**config.mk**
```make
export PLATFORM = sky130hd
export DESIGN_NAME = lpp_lane
export DESIGN_NICKNAME = d
export VERILOG_FILES = /design/src/rtl/lossless_pixel_predictor_residual_core_defines.svh /design/src/rtl/lpp_pkg.sv /design/src/rtl/lpp_lane.sv
export SDC_FILE = /design/constraint.sdc
export NUM_CORES = 1
export LEC_CHECK = 0
export BUFFER_PORTS_ARGS = -buffer_cell sky130_fd_sc_hd__buf_2
export CAP_MARGIN = 40
export CORE_ASPECT_RATIO = 0.8
export CORE_MARGIN = 10
export CORE_UTILIZATION = 45
export DETAILED_ROUTE_END_ITERATION = 10
export GPL_TIMING_DRIVEN = 0
export PLACE_DENSITY = 0.73
export SYNTH_ARGS = -nofsm -noshare
export SYNTH_HDL_FRONTEND = slang
export SYNTH_SLANG_ARGS = --single-unit
export TNS_END_PERCENT = 10
```
**constraint.sdc**
```tcl
create_clock -name vclk -period 14.25
set_input_delay 2.85 -clock vclk [all_inputs]
set_output_delay 2.85 -clock vclk [all_outputs]
set_load 0.1 [all_outputs]
```
**src/rtl/lossless_pixel_predictor_residual_core_defines.svh**
```systemverilog
// ---------------------------------------------------------------------------
// Assertion macros for the pixel predictor residual core
// Concurrent checks in simulation, empty bodies in synthesis.
// ---------------------------------------------------------------------------
`ifndef LOSSLESS_PIXEL_PREDICTOR_RESIDUAL_CORE_DEFINES_SVH
`define LOSSLESS_PIXEL_PREDICTOR_RESIDUAL_CORE_DEFINES_SVH

`ifndef SYNTHESIS
// Same-cycle implication
`define LPP_ASSERT_NOW(label, clk, rst, ante, cons) \
   label: assert property (@(posedge clk) disable iff (rst) (ante) |-> (cons)) \
      else $error("lpp assertion failed");
// Next-cycle implication
`define LPP_ASSERT_NEXT(label, clk, rst, ante, cons) \
   label: assert property (@(posedge clk) disable iff (rst) (ante) |=> (cons)) \
      else $error("lpp assertion failed");
`else
`define LPP_ASSERT_NOW(label, clk, rst, ante, cons)
`define LPP_ASSERT_NEXT(label, clk, rst, ante, cons)
`endif

`endif

```
**src/rtl/lpp_pkg.sv**
```systemverilog
// ---------------------------------------------------------------------------
// lpp_pkg
// Types, register indexes, predictor codes and helpers of the predictor core.
// ---------------------------------------------------------------------------
package lpp_pkg;

   localparam int unsigned DEFAULT_MAX_WIDTH = 4096;

   // Configuration port
   localparam int unsigned CSR_INDEX_W = 2;
   localparam int unsigned CSR_DATA_W  = 16;
   localparam logic [CSR_INDEX_W-1:0] CSR_PREDICTOR_MODE = 2'd0;
   localparam logic [CSR_INDEX_W-1:0] CSR_IMAGE_WIDTH    = 2'd1;
   localparam logic [CSR_INDEX_W-1:0] CSR_IMAGE_HEIGHT   = 2'd2;

   localparam logic [2:0]  MODE_RESET   = 3'd0;
   localparam logic [12:0] WIDTH_RESET  = 13'd640;
   localparam logic [15:0] HEIGHT_RESET = 16'd480;

   // Predictor codes
   localparam logic [2:0] MODE_LEFT    = 3'd0;
   localparam logic [2:0] MODE_UP      = 3'd1;
   localparam logic [2:0] MODE_UPLEFT  = 3'd2;
   localparam logic [2:0] MODE_PLANE   = 3'd3;
   localparam logic [2:0] MODE_A_HALF  = 3'd4;
   localparam logic [2:0] MODE_B_HALF  = 3'd5;
   localparam logic [2:0] MODE_AVERAGE = 3'd6;
   localparam logic [2:0] MODE_MEDIAN  = 3'd7;

   typedef struct packed {
      logic [7:0] blue_in;
      logic [7:0] green_in;
      logic [7:0] red_in;
   } req_type;

   typedef struct packed {
      logic [7:0] blue_residual;
      logic [7:0] green_residual;
      logic [7:0] red_residual;
      logic       frame_end;
   } rsp_type;

   // Neighbourhood of one channel handed to a lane
   typedef struct packed {
      logic [7:0] x;
      logic [7:0] a;
      logic [7:0] b;
      logic [7:0] c;
   } lane_in_type;

   // Halve a signed value, truncating toward zero
   function automatic logic signed [10:0] halve(input logic signed [10:0] v);
      logic signed [10:0] t;
      t = v + $signed({10'b0, v[10]});
      return t >>> 1;
   endfunction

endpackage

```
**src/rtl/lpp_lane.sv**
```systemverilog
// ---------------------------------------------------------------------------
// lpp_lane
// Predicts one colour channel and forms its residual modulo 256.
// ---------------------------------------------------------------------------
module lpp_lane import lpp_pkg::*; (
   input  logic [2:0]  mode,
   input  lane_in_type nbr,
   output logic [7:0]  residual
);

   logic signed [10:0] a_s;
   logic signed [10:0] b_s;
   logic signed [10:0] c_s;
   logic signed [10:0] hi_s;
   logic signed [10:0] lo_s;
   logic signed [10:0] pred;
   logic [10:0]        diff;

   // Widen the neighbours
   assign a_s = $signed({3'b0, nbr.a});
   assign b_s = $signed({3'b0, nbr.b});
   assign c_s = $signed({3'b0, nbr.c});

   assign hi_s = (a_s > b_s) ? a_s : b_s;
   assign lo_s = (a_s > b_s) ? b_s : a_s;

   // Select the prediction
   always_comb begin
      case (mode)
         MODE_LEFT:    pred = a_s;
         MODE_UP:      pred = b_s;
         MODE_UPLEFT:  pred = c_s;
         MODE_PLANE:   pred = a_s + b_s - c_s;
         MODE_A_HALF:  pred = a_s + halve(b_s - c_s);
         MODE_B_HALF:  pred = b_s + halve(a_s - c_s);
         MODE_AVERAGE: pred = halve(a_s + b_s);
         default: begin
            // median edge detector
            if (c_s >= hi_s) begin
               pred = lo_s;
            end else if (c_s <= lo_s) begin
               pred = hi_s;
            end else begin
               pred = a_s + b_s - c_s;
            end
         end
      endcase
   end

   // Keep the low byte of the difference
   assign diff     = {3'b0, nbr.x} - $unsigned(pred);
   assign residual = diff[7:0];

endmodule

```
# Word-level counts from Yosys, hierarchy flattened
# Index checks and enable logic that the tools add are counted.
# totals
regBits	0
word_cells	25
inputBits	35
# classes
reduce_logical	1
eq_ne	6
add_sub_neg	10
muxes	5
magnitude_cmp	3
# op_table
cell	count
8-bit one-hot mux with 7 select lines	1
8-bit 2-to-1 mux	4
9-bit by 2-bit adder with 9-bit output	2
8-bit by 8-bit subtractor with 9-bit output	2
8-bit adder	2
8-bit subtractor	2
8-bit by 8-bit adder with 9-bit output	1
9-bit by 1-bit adder with 9-bit output, second input constant	1
3-bit equality test, second input constant	3
8-bit greater-or-equal comparator	1
8-bit > comparator	1
8-bit <= comparator	1
3-bit by 2-bit equality test with 1-bit output, second input constant	2
3-bit by 1-bit equality test with 1-bit output, second input constant	1
3-bit zero test	1

# Logic depth before layout (Yosys ltp)
# depth
word_depth	7
depth_mapped	28
ltp_nobuf	26

# Worst setup path after synthesis
# No wires, ideal clock.
# synth_path
path_type	input to output
from	in nbr[10] (netlist name)
to	out residual[7]
stages	25
n_path_buf	2
setup_slack_ns	2.384
required_time_ns	11.400
arrival_time_ns	9.016
path_cell_list	inv_1 -> ha_1 -> nand3_1 -> or4_4 -> o21ai_4 -> buf_2 -> nor2_1 -> a21oi_1 -> ha_1 -> a21o_1 -> a21oi_1 -> o211ai_1 -> nand2_1 -> clkbuf_1 -> mux2_2 -> mux2_2 -> a21oi_1 -> nor2_1 -> ha_1 -> a21o_1 -> a21o_1 -> a21oi_1 -> o21ai_0 -> xor2_1 -> xnor2_1
# synth_between
elab_chain_len	7
elab_cells_between_ends	16
classes_between	8 x add/sub; 3 x order compare; 5 x mux
# synth_rtl
element	line_no	rtl
start, declared	lpp_lane.sv:7	input lane_in_type nbr,
parallel branches: the longest is 5 deep, another holds 8-bit by 8-bit subtractor with 9-bit output	n/a	
8-bit one-hot mux with 7 select lines (*)	lpp_lane.sv:29	case (mode)
8-bit subtractor (*)	lpp_lane.sv:51	assign diff = {3'b0, nbr.x} - $unsigned(pred);
end, declared	lpp_lane.sv:8	output logic [7:0] residual
# Mark *: on every way between the ends.

# Worst setup path after layout
# Ends and elaborated chain as after synthesis.

==> reports/metrics.cfg <==
[status]
status=finished, final reports clean

[finish]
diodes=0
seq_cells=0
n_clock_buffer=0
regArea_um2=0
final_common_cell=ha_1
finalNetCount=670
syn_to_final_growth_pct=9.09
fillCellCount=780
layout-drive-gt1-share_pct=11.9
layout_common_cells=ha_1, nor2_1, a21oi_1

[pwr]
vdd_drop_max_mv=0.0819
switching_share_pct=65.7
total_power_w=0.000418
pwr-share-clk_pct=0
pwr-share-comb_pct=100.0
p_leak_nw=1.94
seqPwrFrac_pct=0
p_per_area_nw_per_um2=102
intPower_w=0.000143
netSwitchingPower_w=0.000274

[yosys]
synth_area_um2=3740
yosys-mux-area-fraction_pct=7.32
yosys_warnings=0
synth_compound_area_share_pct=27.9
postSynthAreaPerCell_um2=7.38
synth_top_family_by_area=adder cells
synth_xor_area_share_pct=12.8
yosys.area_share.adder_pct=29.8
syn-num-nets=627
synthSimpleGateAreaFrac_pct=16.8
netlist.area_leader.share_pct=26.1
synth_top_area_cell=ha_1
synth_cell_type_count=57
synthCells=507
netlist_top_cells_area=ha_1, a21oi_1, xnor2_1, xor2_1, nor2_1
ys_seq_area_share_pct=0

[detailed_routing]
viasPerCell=6.10
ant_nets=0
drc=0
vias=4003
drt_wl_total_um=12600
wl_per_cell_um=19.3
drtIter0Drc=346
drt-pass1-iter-count=5

[timing]
setup_viol=0
final.period_utilization_pct=85.0
hold_viol_final=0
maxSlewViolCount=0
setup_tns_ns=0
tightest_slew_ns=0.959
period_minus_slack_ns=12.12
rsz0062_at_grt=no
relSlewSlack_pct=35.2
max_freq_mhz=82.5
whs_ns=6.26

[critical_path]
crit_type=input pin to output pin
cp_num_buf_inv=5
max_stage_delay_ns=0.44
cp.arrival_ns=9.27
crit_top_cell=a21oi_1
startpoint_type=input pin
cp_max_fo=10
cp_slowest_cell=clkbuf_1
startpoint=nbr[10]
cp_top_family=compound AO/OA/AOI/OAI gates
required_ns=11.40
critPathCaptureType=output pin

[job]
cap_violations=0

[clock_tree]
cts_resized=0
cts_hold_buf=0
post_cts_buffers=0

[global_routing]
overflow=0
grt_pass1_vias=3791
antenna_found_initial=0
grt_pass1_wl_um=20100
grt_start_max_net_pins=11
grt_use_total_pct=19.6

[die]
die_h_um=102
core_um2=8020
ioPinCount=43
dieArea_um2=12400
rows=29
initial_utilization_pct=46.7
die_width_um=122

[place]
port_buffers=41
gp_congestion=0.957
dp_hpwl_um=10700

[hold_path]
hold_class=input pin to output pin
worstHoldStart=nbr[31]

-- cell type report --
type | instances | area (um2) | area share, %
Timing Repair Buffer | 41 | 205 | 5.03
Buffer | 13 | 55.1 | 1.35
Tap cell | 108 | 135 | 3.31
Multi-Input combinational cell | 455 | 3540 | 86.7
Inverter | 39 | 146 | 3.59
-- final timing paths --
| check | endpoint | slack (ns) | cells after the start |
|---|---|---|---|
| hold / removal | residual[7] | 6.26 | 4 |
| setup / recovery | residual[7] | 2.13 | 28 |
-- Yosys cell counts (6+ instances only) --
cell	number
a221oi_1	6
nor3_1	11
mux2i_1	15
nand2b_1	6
a21o_1	14
nand2_1	20
inv_1	39
clkbuf_1	9
o22ai_1	7
nor2_1	53
xnor2_1	29
mux2_2	11
nor2b_1	9
xor2_1	23
nand3_1	12
a31oi_1	6
o21bai_1	6
a21oi_1	51
fa_1	7
ha_1	78
o21ai_0	28
-- cells by family after synthesis --
logic type / count (synthesis)
AOI/OAI and AO/OA: 159
xor gates and xnor gates: 53
adders and majority gates: 85
buffers and inverters: 52
muxes: 26
and+or+nand+nor: 132
-- power groups by stage --
| stage | clock (W) | sequential, W | combinational, W |
|---|---|---|---|
| finish | 0 | 0 | 0.000418 |
| global route | 0 | 0 | 0.000453 |
| CTS | 0 | 0 | 0.000414 |
| detailed placement | 0 | 0 | 0.000412 |
| global placement | 0 | 0 | 0.000405 |
| floorplan | 0 | 0 | 0.000327 |
-- through the flow --
stage	worst slack, ns	instance area [um2]	cells	utilization, %
3_3_place_gp	2.30	4080	656	50.9
6_report	2.13	4080	656	50.9
2_1_floorplan	2.38	3740	507	-
4_1_cts	2.17	4080	656	50.9
5_1_grt	1.76	4080	656	50.9
3_5_place_dp	2.20	4080	656	50.9
-- layer usage --
layer	vias to the layer above	global-route usage (%)	share of wire (%)
met1	1862	29.2	49
met2	173	30.3	42
li1	1951	-	-
met4	0	2.38	1.4
met5	-	0	0
met3	17	1.89	8.0
(Power assumes the default switching activity.)
