==> src/rtl/lossless_pixel_predictor_residual_core_defines.svh <==
// ---------------------------------------------------------------------------
// Assertion macros for the pixel predictor residual core
// Concurrent checks in simulation, empty bodies in synthesis.
// ---------------------------------------------------------------------------
`ifndef LOSSLESS_PIXEL_PREDICTOR_RESIDUAL_CORE_DEFINES_SVH
`define LOSSLESS_PIXEL_PREDICTOR_RESIDUAL_CORE_DEFINES_SVH

`ifndef SYNTHESIS
// Same-cycle implication
`define LPP_ASSERT_NOW(label, clk, rst, ante, cons) \
   label: assert property (@(posedge clk) disable iff (rst) (ante) |-> (cons)) \
      else $error("lpp assertion failed");
// Next-cycle implication
`define LPP_ASSERT_NEXT(label, clk, rst, ante, cons) \
   label: assert property (@(posedge clk) disable iff (rst) (ante) |=> (cons)) \
      else $error("lpp assertion failed");
`else
`define LPP_ASSERT_NOW(label, clk, rst, ante, cons)
`define LPP_ASSERT_NEXT(label, clk, rst, ante, cons)
`endif

`endif

==> src/rtl/lpp_pkg.sv <==
// ---------------------------------------------------------------------------
// lpp_pkg
// Types, register indexes, predictor codes and helpers of the predictor core.
// ---------------------------------------------------------------------------
package lpp_pkg;

   localparam int unsigned DEFAULT_MAX_WIDTH = 4096;

   // Configuration port
   localparam int unsigned CSR_INDEX_W = 2;
   localparam int unsigned CSR_DATA_W  = 16;
   localparam logic [CSR_INDEX_W-1:0] CSR_PREDICTOR_MODE = 2'd0;
   localparam logic [CSR_INDEX_W-1:0] CSR_IMAGE_WIDTH    = 2'd1;
   localparam logic [CSR_INDEX_W-1:0] CSR_IMAGE_HEIGHT   = 2'd2;

   localparam logic [2:0]  MODE_RESET   = 3'd0;
   localparam logic [12:0] WIDTH_RESET  = 13'd640;
   localparam logic [15:0] HEIGHT_RESET = 16'd480;

   // Predictor codes
   localparam logic [2:0] MODE_LEFT    = 3'd0;
   localparam logic [2:0] MODE_UP      = 3'd1;
   localparam logic [2:0] MODE_UPLEFT  = 3'd2;
   localparam logic [2:0] MODE_PLANE   = 3'd3;
   localparam logic [2:0] MODE_A_HALF  = 3'd4;
   localparam logic [2:0] MODE_B_HALF  = 3'd5;
   localparam logic [2:0] MODE_AVERAGE = 3'd6;
   localparam logic [2:0] MODE_MEDIAN  = 3'd7;

   typedef struct packed {
      logic [7:0] blue_in;
      logic [7:0] green_in;
      logic [7:0] red_in;
   } req_type;

   typedef struct packed {
      logic [7:0] blue_residual;
      logic [7:0] green_residual;
      logic [7:0] red_residual;
      logic       frame_end;
   } rsp_type;

   // Neighbourhood of one channel handed to a lane
   typedef struct packed {
      logic [7:0] x;
      logic [7:0] a;
      logic [7:0] b;
      logic [7:0] c;
   } lane_in_type;

   // Halve a signed value, truncating toward zero
   function automatic logic signed [10:0] halve(input logic signed [10:0] v);
      logic signed [10:0] t;
      t = v + $signed({10'b0, v[10]});
      return t >>> 1;
   endfunction

endpackage

==> src/rtl/lpp_merge.sv <==
// ---------------------------------------------------------------------------
// lpp_merge
// Gathers the three lane residuals and the frame flag into the output item.
// ---------------------------------------------------------------------------
module lpp_merge import lpp_pkg::*; (
   input  logic       clock,
   input  logic       reset,
   input  logic       in_valid,
   output logic       in_ready,
   input  logic [7:0] blue_res,
   input  logic [7:0] green_res,
   input  logic [7:0] red_res,
   input  logic       frame_end,
   output logic       rsp_valid,
   input  logic       rsp_ready,
   output rsp_type    rsp_payload
);

   logic    valid_ff;
   logic    valid_in;
   rsp_type data_ff;

   // Take a new item when the output register is empty or being drained
   assign in_ready = !valid_ff || rsp_ready;
   assign valid_in = in_ready ? in_valid : valid_ff;

   always_ff @(posedge clock) begin
      if (reset) begin
         valid_ff <= 1'b0;
      end else begin
         valid_ff <= valid_in;
      end
   end

   // Load the payload
   always_ff @(posedge clock) begin
      if (in_ready && in_valid) begin
         data_ff.blue_residual  <= blue_res;
         data_ff.green_residual <= green_res;
         data_ff.red_residual   <= red_res;
         data_ff.frame_end      <= frame_end;
      end
   end

   assign rsp_valid   = valid_ff;
   assign rsp_payload = data_ff;

endmodule

==> config.mk <==
export PLATFORM = sky130hd
export DESIGN_NAME = lpp_merge
export DESIGN_NICKNAME = d
export VERILOG_FILES = /design/src/rtl/lossless_pixel_predictor_residual_core_defines.svh /design/src/rtl/lpp_pkg.sv /design/src/rtl/lpp_merge.sv
export SDC_FILE = /design/constraint.sdc
export NUM_CORES = 1
export LEC_CHECK = 0
export ABC_CLOCK_PERIOD_IN_PS = 900
export BUFFER_PORTS_ARGS = -buffer_cell sky130_fd_sc_hd__buf_2
export CAP_MARGIN = 30
export CELL_PAD_IN_SITES_DETAIL_PLACEMENT = 1
export CELL_PAD_IN_SITES_GLOBAL_PLACEMENT = 1
export CORE_ASPECT_RATIO = 0.9
export CORE_MARGIN = 2
export CORE_UTILIZATION = 27
export CTS_BUF_LIST = sky130_fd_sc_hd__clkbuf_16
export CTS_CLUSTER_DIAMETER = 80
export DETAILED_ROUTE_END_ITERATION = 6
export HOLD_SLACK_MARGIN = 0.06
export PLACE_DENSITY = 0.69
export REMOVE_ABC_BUFFERS = 1
export SYNTH_ARGS = -nofsm -noshare
export SYNTH_HDL_FRONTEND = slang
export SYNTH_SLANG_ARGS = --single-unit
==> constraint.sdc <==
create_clock -name clock -period 0.9 [get_ports clock]
set_input_delay 0.18 -clock clock [delete_from_list [all_inputs] [get_ports clock]]
set_output_delay 0.18 -clock clock [all_outputs]
set_load 0.01 [all_outputs]
Word level (Yosys, flattened, before mapping):

Cells that the tools add are included.

* reduce and logical (&&, ||, !) cells: 3

Operator list (count)
* 1-bit logical AND: 1
* 1-bit zero test: 1
* 1-bit logical OR: 1

* register bits: 26
* input port bits: 29
* output and inout port bits: 27

Longest topological paths before layout:

* depth in word-level cells: 3
* mapped depth: 2
* depth with buffers taken out: 2

Worst setup path after synthesis:

No wires, ideal clock.

* kind: register -> register
* from: register valid_ff, in the netlist rsp_valid
* to: register data_ff, in the netlist rsp_payload[0] (enable)
* library setup time: 0.328 ns
* arrival time: 0.747 ns
* data required time: 0.572 ns
* path slack: -0.175 ns
* stages on the path, launching flop included: 3
* path buffers: 0
* clock period less this slack: 1.075 ns
* path through: dfxtp_1 -> nand2b_4 -> and2_4

* longest elaborated chain between the ends: 3

RTL lines
* start, declared: RTL line lpp_merge.sv:19 `logic valid_ff;`
* start signal, assigned: RTL line lpp_merge.sv:31 `valid_ff <= valid_in;`
* 1-bit zero test: RTL line lpp_merge.sv:24 `assign in_ready = !valid_ff || rsp_ready;`
* 1-bit logical OR: RTL line lpp_merge.sv:24
* named net in_ready: RTL line lpp_merge.sv:9 `output logic in_ready,`
* 1-bit logical AND: RTL line lpp_merge.sv:37 `if (in_ready && in_valid) begin`
* end, declared: RTL line lpp_merge.sv:21 `rsp_type data_ff;`

The timed path passes the listed nets, and every way through them passes these cells.
A chain may end at the register's enable or synchronous reset.

Worst setup path after layout:

* from: register valid_ff, in the netlist rsp_valid
* to: output in_ready

* longest elaborated chain between the ends: 2

RTL lines (RTL line)
* 1-bit zero test: lpp_merge.sv:24
* 1-bit logical OR: lpp_merge.sv:24
* end, declared: lpp_merge.sv:9

Every way passes these cells.

==> impl_results.rst <==
.. list-table::
   :header-rows: 1

   * - Metric
     - Value
   * - Final ANT Viol Nets
     - 0
   * - Total Power
     - 0.002658 W
   * - Outcome
     - finished with violations
   * - Number of storage elements in the synthesis netlist
     - 26
   * - Avg Synthesized Cell Area
     - 26.86 um^2
   * - Count of yosys warnings during synthesis
     - 0
   * - Weighted congestion reported at the end of routability-driven placement
     - 0.5785
   * - Num CTS Buffers
     - 3
   * - TritonCTS sink count
     - 26
   * - CP Capture Type
     - output port
   * - Library cell used as clock root buffer
     - sky130_fd_sc_hd__clkbuf_16
   * - Slew Viols, Final
     - 0
   * - Total global routing overflow
     - 0
   * - Vertical die dimension
     - 55.83 um
   * - Compound-Gate Fraction of Synth Area
     - 1.087%
   * - Share of async-settable or async-resettable flops after synthesis
     - 0%
   * - Final Hold Viols
     - 0
   * - Adder-Cell Fraction of Synth Area
     - 0%
   * - # hold bufs at CTS
     - 0
   * - Initial antenna violation count
     - 0
   * - Unrepaired setup endpoints after global routing
     - yes
   * - Global Route Usage Sum
     - 10.30%
   * - Routed met3 length
     - 225 um
   * - Later-pin clock latency in the skew report
     - 0.25 ns
   * - Maximum fanout along the worst path
     - 2
   * - Power density cells
     - 1984 nW/um^2
   * - Met2 wirelength from detailed routing
     - 1.042 mm
   * - DRT Wirelength
     - 1.888 mm
   * - CTS clock-pin slew for the worst setup and hold paths
     - 0.06 ns
   * - Worst-Margin Slew
     - 0.1305 ns
   * - Antenna fix cells
     - 0
   * - Total Die Area
     - 3438 um^2
   * - Max Fclk
     - 0.9344 GHz
   * - Total core area
     - 2793 um^2
   * - Path category of the worst min-delay check
     - in2reg
   * - Arr. time, crit path
     - 0.89 ns
   * - Headroom to the max-slew limit
     - 91.30%
   * - Number of failing setup endpoints in the final timing report
     - 53
   * - First-pass GRT wire length
     - 2.421 mm
   * - Routed via count
     - 547
   * - Non-filler cells, final
     - 137
   * - P_leak
     - 0.5889 nW
   * - Area overhead of the layout relative to synthesis
     - 66.30%
   * - First-pass iteration count of the detailed router
     - 2
   * - Simple logic cell fraction of the synthesized area
     - 2.795%
   * - Final Core Density
     - 47.98%
   * - Dominant combinational cell family by area after synthesis
     - simple AND/OR/NAND/NOR gates
   * - Highest metal layer with signal wires
     - met4
   * - Worst path required time
     - 0.72 ns
   * - Boundary pin count
     - 56
   * - Count of different cell masters after synthesis
     - 6
   * - Period utilisation layout
     - 118.9%
   * - Die width
     - 61.59 um
   * - # rows
     - 18
   * - Count of buffers from port buffering
     - 55
   * - Ratio of routed vias to standard cells
     - 3.993
   * - Clock tree skew after final layout
     - 0.003180 ns
   * - Final worst slack
     - -0.1702 ns
   * - Count of unresolved DRC violations after routing
     - 0
   * - Final Hold Slack
     - 0.08339 ns
   * - Leading area contributor after synthesis
     - sky130_fd_sc_hd__edfxtp_1
   * - Main flop type after synthesis
     - sky130_fd_sc_hd__edfxtp_1
   * - Share of the yosys chip area belonging to registers
     - 95.65%
   * - H-tree depth
     - 1
   * - Post-synth EDFFs
     - 25
   * - Via count of the first global-routing pass
     - 528
   * - Failing checks
     - negative setup slack
   * - Maximum VDD drop
     - 0.7855 mV
   * - Synthesized area
     - 805.8 um^2
   * - Top cell type's share of synthesized area
     - 93.17%
   * - Routed met1 length
     - 603 um
   * - Share of layout cells above drive strength 1
     - 72.16%
   * - Area of the multi-input gates
     - 31.28 um^2
   * - Post-layout minimum cycle time
     - 1.070 ns
   * - XOR/XNOR share of the synthesized area
     - 0%
   * - Initial Utilization
     - 28.85%
   * - Cell types occupying the most area after synthesis
     - sky130_fd_sc_hd__edfxtp_1 (93%), sky130_fd_sc_hd__dfxtp_1 (2.5%), sky130_fd_sc_hd__nand2b_4 (1.7%)
   * - Pin count of the biggest net entering global routing
     - 20
   * - Most common cell in the synthesized netlist
     - sky130_fd_sc_hd__edfxtp_1
   * - TritonCTS clock tree
     - yes
   * - Dpl cells
     - 128
   * - Proportion of synthesized area in mux cells
     - 0%
   * - Critical setup path kind
     - reg2out
   * - Critical path launch point type
     - flip-flop
   * - Final net count
     - 127
   * - DR iter-0 viols
     - 7
   * - FILL cells
     - 305
   * - Maximum clock insertion buffer count
     - 2
   * - Post-Syn Instances
     - 30
   * - Reported max-cap violation count
     - 0
   * - Flip-flop and latch area
     - 772.0 um^2
   * - Average wire per cell in the routed design
     - 13.78 um
[metal layers]
metal | vias up | track usage (%)
met1 | 260 | 7.808
met4 | 0 | 6.383
met2 | 34 | 19.70
met3 | 2 | 3.953
met5 | - | 0
li1 | 251 | -
[kinds of logic (layout without fill, tap and decap cells)]
logic type | count (synthesis) | in the layout
simple gates | 2 | 2
compound gates | 1 | 1
flops | 26 | 26
buf+inv | 1 | 68
[state kept, by name (all words and copies together), names as in the netlist]
register     count
rsp_payload     25
rsp_valid        1
[cell usage in the layout, fill, tap and decap left out, drive strengths merged]
master | Yosys | layout
buf | 0 | 61
nand2b | 1 | 1
and2 | 1 | 1
dfxtp | 1 | 1
inv | 1 | 1
a21oi | 1 | 1
clkbuf | 0 | 5
clkinv | 0 | 1
edfxtp | 25 | 25
[report_power, final]
group          internal [W]  switching, W  leakage (nW)
sequential          0.00141     0.0000175         0.250
clock              0.000593      0.000357        0.0385
combinational      0.000155      0.000126         0.300
[per-stage QoR]
stage               cell area [um^2]  setup TNS [ns]  worst slack (ns)
floorplan                      805.8          -4.364           -0.1746
global placement                1166          -1.903          -0.08076
detailed placement              1166          -2.771           -0.1146
CTS                             1267          -4.011           -0.1786
global route                    1340          -6.232           -0.1920
finish                          1340          -4.582           -0.1702
[path summary, 6_finish.rpt]
kind	from	end	slack (ns)	cells past startpoint
worst max-delay path	rsp_valid$_SDFFE_PP0P_	in_ready	-0.17	3
worst min-delay path	reset	rsp_valid$_SDFFE_PP0P_	0.08	2
worst max register to register	rsp_valid$_SDFFE_PP0P_	rsp_payload[24]$_DFFE_PP_	-0.16	3
worst min register to register	rsp_valid$_SDFFE_PP0P_	rsp_valid$_SDFFE_PP0P_	0.75	5
[layout make-up]
type | instances | share of cell area (%)
inverter | 1 | 0.2801
sequential | 26 | 57.61
clock buffer | 3 | 5.602
multi-input combinational | 3 | 2.334
clock inverter | 1 | 0.2801
tap | 40 | 3.735
timing repair buffer | 63 | 30.16
[critical path, stage by stage, from the launching register on]
cell                       delay (ns)
sky130_fd_sc_hd__dfxtp_2         0.35
sky130_fd_sc_hd__nand2b_4        0.06
sky130_fd_sc_hd__buf_6           0.11
sky130_fd_sc_hd__buf_6           0.11
[timing repair]
action	in CTS	in global routing
buffers inserted	1	1
gates resized for setup	4	1
endpoints found under the hold margin	0	0
setup endpoints to repair	52	52
gates cloned	0	3
pin swaps	0	2
No activity file was read; power rests on OpenSTA's default activity.
